## config.mk

```make
export PLATFORM = sky130hd
export DESIGN_NAME = yuv_to_rgb_pixel_converter_flat
export DESIGN_NICKNAME = d
export VERILOG_FILES = /design/src/sv/y2r_pkg.sv /design/src/sv/y2r_yuv_if.sv /design/src/sv/y2r_rgb_if.sv /design/src/sv/y2r_pipe.sv /design/src/sv/yuv_to_rgb_pixel_converter.sv /design/src/flat_wrapper.sv
export SDC_FILE = /design/constraint.sdc
export NUM_CORES = 2
export LEC_CHECK = 0
export ABC_CLOCK_PERIOD_IN_PS = 12000
export BUFFER_PORTS_ARGS = -buffer_cell sky130_fd_sc_hd__buf_2
export CORE_MARGIN = 2
export CORE_UTILIZATION = 65
export CTS_BUF_LIST = sky130_fd_sc_hd__clkbuf_16
export CTS_CLUSTER_SIZE = 16
export DETAILED_ROUTE_END_ITERATION = 16
export GPL_ROUTABILITY_DRIVEN = 0
export PLACE_DENSITY = 0.82
export SETUP_SLACK_MARGIN = 0.15
export SLEW_MARGIN = 20
export SYNTH_ARGS = -nofsm -noshare
export SYNTH_HDL_FRONTEND = slang
export SYNTH_SLANG_ARGS = --single-unit
```

## constraint.sdc

```tcl
create_clock -name clk -period 12 [get_ports clk]
set_clock_uncertainty 0.2 [all_clocks]
set_input_delay 1.8 -clock clk [delete_from_list [all_inputs] [get_ports clk]]
set_output_delay 1.8 -clock clk [all_outputs]
set_load 0.01 [all_outputs]
```

## src/sv/y2r_pkg.sv

```systemverilog
`timescale 1ns / 1ps

package y2r_pkg;

  // field and datapath widths
  localparam int SAMPLE_W   = 16;
  localparam int CHAN_W     = 8;
  localparam int COEF_W     = 18;
  localparam int DIFF_W     = SAMPLE_W + 1;
  localparam int PROD_W     = COEF_W + 1 + DIFF_W;
  localparam int SUM_W      = PROD_W + 2;
  localparam int FRAC_BITS  = 16;
  localparam int CFG_IDX_W  = 2;
  localparam int CFG_DATA_W = 5;
  localparam int DEPTH_W    = 5;

  // sample offsets
  localparam int BYTE_DEPTH    = 8;
  localparam int LUMA_OFFSET   = 16;
  localparam int CHROMA_OFFSET = 128;
  localparam int CHAN_MAX      = (1 << CHAN_W) - 1;

  typedef enum logic [1:0] {
    MAT_BT601   = 2'd0,
    MAT_BT709   = 2'd1,
    MAT_BT2020  = 2'd2,
    MAT_UNSPEC  = 2'd3
  } matrix_t;

  typedef enum logic [CFG_IDX_W-1:0] {
    REG_MATRIX_SELECT    = 2'd0,
    REG_FULL_RANGE       = 2'd1,
    REG_TWO_BYTE_SAMPLES = 2'd2,
    REG_BIT_DEPTH        = 2'd3
  } cfg_reg_t;

  typedef struct packed {
    matrix_t             matrix_select;
    logic                full_range;
    logic                two_byte_samples;
    logic [DEPTH_W-1:0]  bit_depth;
  } cfg_t;

  // q16 coefficients, all magnitudes
  typedef struct packed {
    logic [COEF_W-1:0] ys;
    logic [COEF_W-1:0] crv;
    logic [COEF_W-1:0] cgu;
    logic [COEF_W-1:0] cgv;
    logic [COEF_W-1:0] cbu;
  } coef_t;

  // coefficient set per range and matrix, range scaling folded in
  function automatic coef_t coef_lookup(input logic full, input matrix_t m);
    coef_t c;
    if (!full) begin
      case (m)
        MAT_BT601:  c = '{18'd76309, 18'd104597, 18'd25675, 18'd53279, 18'd132201};
        MAT_BT2020: c = '{18'd76309, 18'd110014, 18'd12277, 18'd42626, 18'd140363};
        default:    c = '{18'd76309, 18'd117489, 18'd13975, 18'd34925, 18'd138438};
      endcase
    end else begin
      case (m)
        MAT_BT601:  c = '{18'd65536, 18'd91881, 18'd22553, 18'd46802, 18'd116130};
        MAT_BT2020: c = '{18'd65536, 18'd96639, 18'd10784, 18'd37444, 18'd123299};
        default:    c = '{18'd65536, 18'd103206, 18'd12276, 18'd30679, 18'd121609};
      endcase
    end
    return c;
  endfunction

endpackage

```

## src/sv/y2r_yuv_if.sv

```systemverilog
`timescale 1ns / 1ps

interface y2r_yuv_if;
  import y2r_pkg::*;

  logic                valid;
  logic                ready;
  logic [SAMPLE_W-1:0] luma_sample;
  logic [SAMPLE_W-1:0] blue_diff_sample;
  logic [SAMPLE_W-1:0] red_diff_sample;

  modport source (output valid, luma_sample, blue_diff_sample, red_diff_sample, input ready);
  modport sink   (input valid, luma_sample, blue_diff_sample, red_diff_sample, output ready);
endinterface

```

## src/sv/y2r_rgb_if.sv

```systemverilog
`timescale 1ns / 1ps

interface y2r_rgb_if;
  import y2r_pkg::*;

  logic              valid;
  logic              ready;
  logic [CHAN_W-1:0] red_out;
  logic [CHAN_W-1:0] green_out;
  logic [CHAN_W-1:0] blue_out;

  modport source (output valid, red_out, green_out, blue_out, input ready);
  modport sink   (input valid, red_out, green_out, blue_out, output ready);
endinterface

```

## src/sv/y2r_pipe.sv

```systemverilog
`timescale 1ns / 1ps

module y2r_pipe (
  input  logic          clk,
  input  logic          rst,
  input  y2r_pkg::cfg_t cfg,
  y2r_yuv_if.sink       yuv,
  y2r_rgb_if.source     rgb
);
  import y2r_pkg::*;

  // storage format: byte, or word shifted down by depth above eight
  function automatic logic [SAMPLE_W-1:0] fetch(input logic [SAMPLE_W-1:0] raw,
                                                input cfg_t c);
    logic [DEPTH_W-1:0] sh;
    sh = '0;
    if (!c.two_byte_samples) begin
      return {{(SAMPLE_W-BYTE_DEPTH){1'b0}}, raw[BYTE_DEPTH-1:0]};
    end
    if (c.bit_depth > DEPTH_W'(BYTE_DEPTH)) begin
      sh = c.bit_depth - DEPTH_W'(BYTE_DEPTH);
    end
    return raw >> sh;
  endfunction

  // negative gives zero, else floor and saturate
  function automatic logic [CHAN_W-1:0] to_channel(input logic signed [SUM_W-1:0] acc);
    if (acc[SUM_W-1]) begin
      return '0;
    end
    if (acc[SUM_W-2:FRAC_BITS+CHAN_W] != '0) begin
      return CHAN_W'(CHAN_MAX);
    end
    return acc[FRAC_BITS+CHAN_W-1:FRAC_BITS];
  endfunction

  logic [3:0] vld;
  logic [3:0] adv;

  logic signed [DIFF_W-1:0] s1_y, s1_u, s1_v;
  logic signed [PROD_W-1:0] s2_py, s2_crv, s2_cgu, s2_cgv, s2_cbu;
  logic signed [SUM_W-1:0]  s3_r, s3_g, s3_b;
  logic [CHAN_W-1:0]        s4_r, s4_g, s4_b;

  logic signed [DIFF_W-1:0] y_off;
  coef_t                    coef;

  // a stage moves when its slot is free or the next one moves
  assign adv[3] = !vld[3] || rgb.ready;
  assign adv[2] = !vld[2] || adv[3];
  assign adv[1] = !vld[1] || adv[2];
  assign adv[0] = !vld[0] || adv[1];
  assign yuv.ready = adv[0];

  assign y_off = cfg.full_range ? '0 : DIFF_W'(LUMA_OFFSET);
  assign coef  = coef_lookup(cfg.full_range, cfg.matrix_select);

  // valid bits
  always_ff @(posedge clk) begin
    if (rst) begin
      vld <= '0;
    end else begin
      if (adv[0]) vld[0] <= yuv.valid;
      if (adv[1]) vld[1] <= vld[0];
      if (adv[2]) vld[2] <= vld[1];
      if (adv[3]) vld[3] <= vld[2];
    end
  end

  // stage 1: sample fetch and offset removal
  always_ff @(posedge clk) begin
    if (adv[0] && yuv.valid) begin
      s1_y <= $signed({1'b0, fetch(yuv.luma_sample, cfg)}) - y_off;
      s1_u <= $signed({1'b0, fetch(yuv.blue_diff_sample, cfg)}) - DIFF_W'(CHROMA_OFFSET);
      s1_v <= $signed({1'b0, fetch(yuv.red_diff_sample, cfg)}) - DIFF_W'(CHROMA_OFFSET);
    end
  end

  // stage 2: five products
  always_ff @(posedge clk) begin
    if (adv[1] && vld[0]) begin
      s2_py  <= $signed({1'b0, coef.ys})  * s1_y;
      s2_crv <= $signed({1'b0, coef.crv}) * s1_v;
      s2_cgu <= $signed({1'b0, coef.cgu}) * s1_u;
      s2_cgv <= $signed({1'b0, coef.cgv}) * s1_v;
      s2_cbu <= $signed({1'b0, coef.cbu}) * s1_u;
    end
  end

  // stage 3: channel sums
  always_ff @(posedge clk) begin
    if (adv[2] && vld[1]) begin
      s3_r <= SUM_W'(s2_py) + SUM_W'(s2_crv);
      s3_g <= SUM_W'(s2_py) - SUM_W'(s2_cgu) - SUM_W'(s2_cgv);
      s3_b <= SUM_W'(s2_py) + SUM_W'(s2_cbu);
    end
  end

  // stage 4: clamp into the output register
  always_ff @(posedge clk) begin
    if (adv[3] && vld[2]) begin
      s4_r <= to_channel(s3_r);
      s4_g <= to_channel(s3_g);
      s4_b <= to_channel(s3_b);
    end
  end

  assign rgb.valid     = vld[3];
  assign rgb.red_out   = s4_r;
  assign rgb.green_out = s4_g;
  assign rgb.blue_out  = s4_b;

  // pipeline empties on reset
  a_reset_empty: assert property (@(posedge clk) rst |=> vld == '0)
    else $error("pipeline not empty after reset");

  // an accepted transaction with nothing leaving adds one occupied stage
  a_occupancy: assert property (@(posedge clk) disable iff (rst)
    (yuv.valid && yuv.ready && !(rgb.valid && rgb.ready)) |=>
      $countones(vld) == $past($countones(vld)) + 1)
    else $error("occupancy did not grow on accept");

  // any free slot lets a new transaction in
  a_free_slot: assert property (@(posedge clk) disable iff (rst)
    ($countones(vld) < 4) |-> yuv.ready)
    else $error("input stalled with a free stage");

  // negative red sum clamps to zero
  a_neg_clamp: assert property (@(posedge clk) disable iff (rst)
    (vld[2] && adv[3] && s3_r[SUM_W-1]) |=> rgb.red_out == '0)
    else $error("negative red sum not clamped");

endmodule

```

## src/sv/yuv_to_rgb_pixel_converter.sv

```systemverilog
`timescale 1ns / 1ps

// YCbCr to 8-bit RGB converter for BT.601, BT.709 and BT.2020 matrices.
// Input channel yuv carries one raw Y, Cb, Cr sample triple per transaction;
// output channel rgb carries one clamped R, G, B result per transaction.
// The configuration port (cfg_write, cfg_index, cfg_data) sets matrix,
// range, storage format and bit depth; write it only while no pixel is in
// flight.
// Four register stages: sample fetch, products, sums, clamp. A result passes
// through them in that order and is offered on rgb from the clamp register.
// Throughput is one pixel per clock, sustained while rgb.ready stays high, since every stage is a
// register stage and each multiplier is used once per pixel.
// Reset clears all stage valid bits and restores the configuration defaults
// (BT.709, limited range, byte samples, depth 8).
// When the receiver holds rgb.ready low, the result waits in the output
// register and earlier stages keep filling; yuv.ready drops only once all
// four stages hold a pixel. Nothing is dropped or repeated.
module yuv_to_rgb_pixel_converter (
  input  logic                           clk,
  input  logic                           rst,
  input  logic                           cfg_write,
  input  logic [y2r_pkg::CFG_IDX_W-1:0]  cfg_index,
  input  logic [y2r_pkg::CFG_DATA_W-1:0] cfg_data,
  y2r_yuv_if.sink                        yuv,
  y2r_rgb_if.source                      rgb
);
  import y2r_pkg::*;

  cfg_t cfg;

  // configuration registers
  always_ff @(posedge clk) begin
    if (rst) begin
      cfg.matrix_select    <= MAT_BT709;
      cfg.full_range       <= 1'b0;
      cfg.two_byte_samples <= 1'b0;
      cfg.bit_depth        <= DEPTH_W'(BYTE_DEPTH);
    end else if (cfg_write) begin
      case (cfg_reg_t'(cfg_index))
        REG_MATRIX_SELECT:    cfg.matrix_select    <= matrix_t'(cfg_data[1:0]);
        REG_FULL_RANGE:       cfg.full_range       <= cfg_data[0];
        REG_TWO_BYTE_SAMPLES: cfg.two_byte_samples <= cfg_data[0];
        REG_BIT_DEPTH:        cfg.bit_depth        <= cfg_data[DEPTH_W-1:0];
        default: ;
      endcase
    end
  end

  y2r_pipe u_pipe (
    .clk (clk),
    .rst (rst),
    .cfg (cfg),
    .yuv (yuv),
    .rgb (rgb)
  );

endmodule

```

## src/flat_wrapper.sv

```systemverilog
// flat-port wrapper written by rule: the top's interface ports become plain ports
module yuv_to_rgb_pixel_converter_flat import y2r_pkg::*;
  (clk, rst, cfg_write, cfg_index, cfg_data, yuv_valid, yuv_luma_sample, yuv_blue_diff_sample, yuv_red_diff_sample, yuv_ready, rgb_valid, rgb_red_out, rgb_green_out, rgb_blue_out, rgb_ready);
  y2r_yuv_if yuv_i ();
  y2r_rgb_if rgb_i ();
  input  logic clk;
  input  logic rst;
  input  logic cfg_write;
  input  logic [y2r_pkg::CFG_IDX_W-1:0] cfg_index;
  input  logic [y2r_pkg::CFG_DATA_W-1:0] cfg_data;
  input wire logic [$bits(yuv_i.valid)-1:0] yuv_valid;
  input wire logic [$bits(yuv_i.luma_sample)-1:0] yuv_luma_sample;
  input wire logic [$bits(yuv_i.blue_diff_sample)-1:0] yuv_blue_diff_sample;
  input wire logic [$bits(yuv_i.red_diff_sample)-1:0] yuv_red_diff_sample;
  output wire logic [$bits(yuv_i.ready)-1:0] yuv_ready;
  output wire logic [$bits(rgb_i.valid)-1:0] rgb_valid;
  output wire logic [$bits(rgb_i.red_out)-1:0] rgb_red_out;
  output wire logic [$bits(rgb_i.green_out)-1:0] rgb_green_out;
  output wire logic [$bits(rgb_i.blue_out)-1:0] rgb_blue_out;
  input wire logic [$bits(rgb_i.ready)-1:0] rgb_ready;
  assign yuv_i.valid = yuv_valid;
  assign yuv_i.luma_sample = yuv_luma_sample;
  assign yuv_i.blue_diff_sample = yuv_blue_diff_sample;
  assign yuv_i.red_diff_sample = yuv_red_diff_sample;
  assign yuv_ready = yuv_i.ready;
  assign rgb_valid = rgb_i.valid;
  assign rgb_red_out = rgb_i.red_out;
  assign rgb_green_out = rgb_i.green_out;
  assign rgb_blue_out = rgb_i.blue_out;
  assign rgb_i.ready = rgb_ready;
  yuv_to_rgb_pixel_converter u_core (.clk(clk), .rst(rst), .cfg_write(cfg_write), .cfg_index(cfg_index), .cfg_data(cfg_data), .yuv(yuv_i), .rgb(rgb_i));
endmodule
```

==> flow_metrics.py <==
metrics = {
    "die": {
        "row_count": 111,
        "floorplan.die.height_microns": 307,
        "io_pins": 86,
        "die_width_microns": 307,
        "fp.dieArea_sq_um": 94300,
        "core_sq_um": 91400,
        "effective_utilization_at_floorplan_pct": 65.4,
    },
    "logic_synthesis": {
        "netlist.top_cell.by_area": "sky130_fd_sc_hd__fa_1",
        "post_synth_and_or_nand_nor_area_fraction_pct": 12.3,
        "synth_area_sq_um": 59700,
        "yosys_warnings": 0,
        "post_synth_fa_ha_maj_area_fraction_pct": 48.5,
        "yosys.cell_types.count": 86,
        "post_synth_xor_area_fraction_pct": 2.84,
        "synth-compound-area-share_pct": 7.87,
        "netlist_top_cells_count": "sky130_fd_sc_hd__inv_1 (1,443), sky130_fd_sc_hd__fa_1 (947), sky130_fd_sc_hd__ha_1 (798)",
        "synth_enable_flop_cells": 319,
        "synth-seq-area-share_pct": 16.5,
        "post_synth_mux_area_share_pct": 1.75,
        "synthesis.area_per_instance_sq_um": 9.63,
        "synthArstFlopShare_pct": 0,
        "synth_largest_type_area_fraction_pct": 31.7,
        "synth-main-ff-cell": "sky130_fd_sc_hd__edfxtp_1",
        "ys_top_cells_by_area": "sky130_fd_sc_hd__fa_1 (32%), sky130_fd_sc_hd__ha_1 (17%), sky130_fd_sc_hd__edfxtp_1 (16%)",
        "yosys_register_bits": 332,
        "synthesis.instances": 6206,
        "leading_cell_type_by_number_of_instances_after_synthesis": "sky130_fd_sc_hd__inv_1",
        "main_combinational_cell_family_by_area_after_synthesis": "adder cells",
    },
    "global_route": {
        "track_usage_pct": 36.8,
        "sum_of_overflow_across_all_layers_after_global_routing": 0,
        "antenna_found_initial": 11,
        "grt_first_pass_wirelength_mm": 263,
        "grt_pass1_vias": 47177,
        "grt_max_degree": 181,
    },
    "critical_path": {
        "start_kind": "flip-flop",
        "path_class": "flip-flop to flip-flop",
        "critPathSlowestCell": "sky130_fd_sc_hd__a21boi_0",
        "critical-path-max-stage-delay_ns": 0.64,
        "crit_arrival_ns": 9.34,
        "length_in_cells_of_the_worst_reg_to_reg_path": 26,
        "max_fo_critical_path": 16,
        "cell_type_with_the_highest_occurrence_count_on_the_critical_path": "sky130_fd_sc_hd__fa_1",
        "worstSetupEndpointType": "flip-flop",
        "critical_path_required_ns": 12.13,
    },
    "worst_hold_path": {
        "hold_depth": 2,
        "hp-class": "flip-flop to flip-flop",
    },
    "outcome": {
        "run_status": "finished, final reports clean",
    },
    "placement": {
        "port_buffers": 85,
        "dp.final_hpwl_mm": 138,
    },
    "cts": {
        "clkSlewWorstSetupHoldPaths_ns": 0.06,
        "postcts_resize_cnt": 0,
        "insertion_delay_ns": 0.62,
        "h-tree-depth": 2,
        "cts-hold-fix-buffers": 0,
        "clock_tree_from_tritoncts": "done",
        "clock_path_buffers": 3,
        "cts.repair_timing.setup_buffer_count": 0,
        "clock_buffer_count_from_cts": 41,
        "cts-root-buf": "sky130_fd_sc_hd__clkbuf_16",
        "cts.sink_count": 332,
    },
    "sta": {
        "fin_tns_setup_ns": 0,
        "maxSlewViolCount": 0,
        "worst_pin_slew_ns": 1.17,
        "maxClockFrequency_mhz": 109,
        "final_hold_viols": 0,
        "setup_repair_after_global_routing_missed_its_margin": "false",
        "fin_crit_sh_pct": 76.8,
        "slew_hr_pct": 21.7,
        "period_minus_slack_ns": 9.21,
        "setup_violations": 0,
    },
    "routing": {
        "avgViaCountPerCell": 6.04,
        "drcViolationCount": 0,
        "routed_wl_mm": 169,
        "drt_iter0_markers": 4331,
        "detailedRoute.firstPassIterationCount": 8,
        "drtAntennaViolNets": 0,
        "routed_wire_per_std_cell_microns": 22.8,
        "vias_after_detailed_routing": 44921,
    },
    "final_layout": {
        "final_layout_size_suffix_gt1_share_pct": 4.58,
        "n_fill_cell": 6582,
        "final_net_count": 8020,
        "combined_area_of_the_multi_input_logic_cells_sq_um": 43800,
        "flow.area_growth_from_synthesis_pct": 5.39,
        "final-seq-area_sq_um": 9840,
    },
    "run": {
        "cap_violations": 0,
    },
}
## stage by stage
stage | hold slack, ns | std cells | setup WS (ns) | instance area (sq um) | utilization [%]
floorplan | 0.244 | 6212 | 1.02 | 59800 | -
global placement | 0.265 | 7358 | 3.29 | 61500 | 67.3
detailed placement | 0.286 | 7358 | 2.95 | 61500 | 67.3
CTS | 0.299 | 7433 | 2.93 | 62900 | 68.9
global route | 0.349 | 7433 | 2.37 | 62900 | 68.9
finish | 0.296 | 7436 | 2.79 | 63000 | 68.9
## cell type report
class	count	share of cell area (%)
Multi-Input combinational cell	4248	69.6
Clock inverter	34	0.721
Timing Repair Buffer	142	1.38
Inverter	1450	8.65
Sequential cell	332	15.6
Clock buffer	41	1.63
Tap cell	1186	2.36
Antenna cell	3	0.0119
## sequential cells by signal, indices dropped and copies added, names as in the netlist, 8 cells and up
register / flops
u_core.u_pipe.s1_u: 17
u_core.u_pipe.s1_y: 17
u_core.u_pipe.s2_crv: 36
u_core.u_pipe.rgb.green_out: 8
u_core.u_pipe.s3_g: 22
u_core.u_pipe.s3_r: 21
u_core.u_pipe.s3_b: 21
u_core.cfg: 9
u_core.u_pipe.s2_py: 36
u_core.u_pipe.s2_cgu: 36
u_core.u_pipe.s1_v: 17
u_core.u_pipe.rgb.blue_out: 8
u_core.u_pipe.s2_cgv: 36
u_core.u_pipe.rgb.red_out: 8
u_core.u_pipe.s2_cbu: 36
## path summary, 6_finish.rpt
path                                          start                                 end  slack [ns]
setup / recovery         u_core.cfg[7]$_SDFFE_PP1P_  u_core.u_pipe.s2_cgu[34]$_DFFE_PP_        2.79
setup reg to reg         u_core.cfg[7]$_SDFFE_PP1P_  u_core.u_pipe.s2_cgu[34]$_DFFE_PP_        2.79
hold / removal    u_core.u_pipe.vld[1]$_SDFFE_PP0P_   u_core.u_pipe.vld[2]$_SDFFE_PP0P_        0.30
hold reg to reg   u_core.u_pipe.vld[1]$_SDFFE_PP0P_   u_core.u_pipe.vld[2]$_SDFFE_PP0P_        0.30
## critical path, delay by kind of cell, from the launching register on
kind,cells,cell delay [ns]
flip-flops,1,0.50
adder cells (fa/ha/maj),8,3.71
AO/OA/AOI/OAI,7,2.00
AND/OR/NAND/NOR,4,1.52
XOR/XNOR,1,0.16
buffers and inverters,6,0.81
## cell families (layout without fill, tap and decap cells)
logic type      after synthesis  after routing
xor+xnor                    194            194
simple gates               1501           1501
other cells                   2             11
buf+inv                    1632           1667
compound gates              721            721
mux                          79             79
flops                       332            332
fa+ha+maj                  1745           1745
## routing by layer
layer	share of wire [%]	track usage, %
met5	0.037	0
met4	7.1	21.3
met3	14	12.3
met2	43	56.3
met1	36	45.6
## cells in the final DEF (no fill, tap or decap), types with 16 or more instances in the layout
| master | n |
|---|---|
| sky130_fd_sc_hd__nand2b_1 | 101 |
| sky130_fd_sc_hd__mux2i_1 | 60 |
| sky130_fd_sc_hd__a31oi_1 | 26 |
| sky130_fd_sc_hd__edfxtp_1 | 319 |
| sky130_fd_sc_hd__nand4_1 | 26 |
| sky130_fd_sc_hd__xor2_1 | 49 |
| sky130_fd_sc_hd__a211oi_1 | 16 |
| sky130_fd_sc_hd__and3_1 | 36 |
| sky130_fd_sc_hd__inv_1 | 1447 |
| sky130_fd_sc_hd__buf_4 | 56 |
| sky130_fd_sc_hd__clkbuf_16 | 41 |
| sky130_fd_sc_hd__a21oi_1 | 213 |
| sky130_fd_sc_hd__and2_1 | 195 |
| sky130_fd_sc_hd__nor2_1 | 354 |
| sky130_fd_sc_hd__a21o_1 | 83 |
| sky130_fd_sc_hd__nand2_1 | 420 |
| sky130_fd_sc_hd__o211ai_1 | 19 |
| sky130_fd_sc_hd__o21ai_0 | 128 |
| sky130_fd_sc_hd__nand3_1 | 69 |
| sky130_fd_sc_hd__ha_1 | 796 |
| sky130_fd_sc_hd__xnor2_1 | 145 |
| sky130_fd_sc_hd__o21bai_1 | 28 |
| sky130_fd_sc_hd__a22oi_1 | 19 |
| sky130_fd_sc_hd__nor2b_1 | 160 |
| sky130_fd_sc_hd__nor3_1 | 56 |
| sky130_fd_sc_hd__nor4_1 | 19 |
| sky130_fd_sc_hd__o21a_1 | 59 |
| sky130_fd_sc_hd__buf_2 | 85 |
| sky130_fd_sc_hd__o221ai_1 | 21 |
| sky130_fd_sc_hd__fa_1 | 947 |
| sky130_fd_sc_hd__or2_2 | 27 |
Power is not shown: default switching activity piles up to over one toggle a cycle in this logic, so the estimate is an artifact.
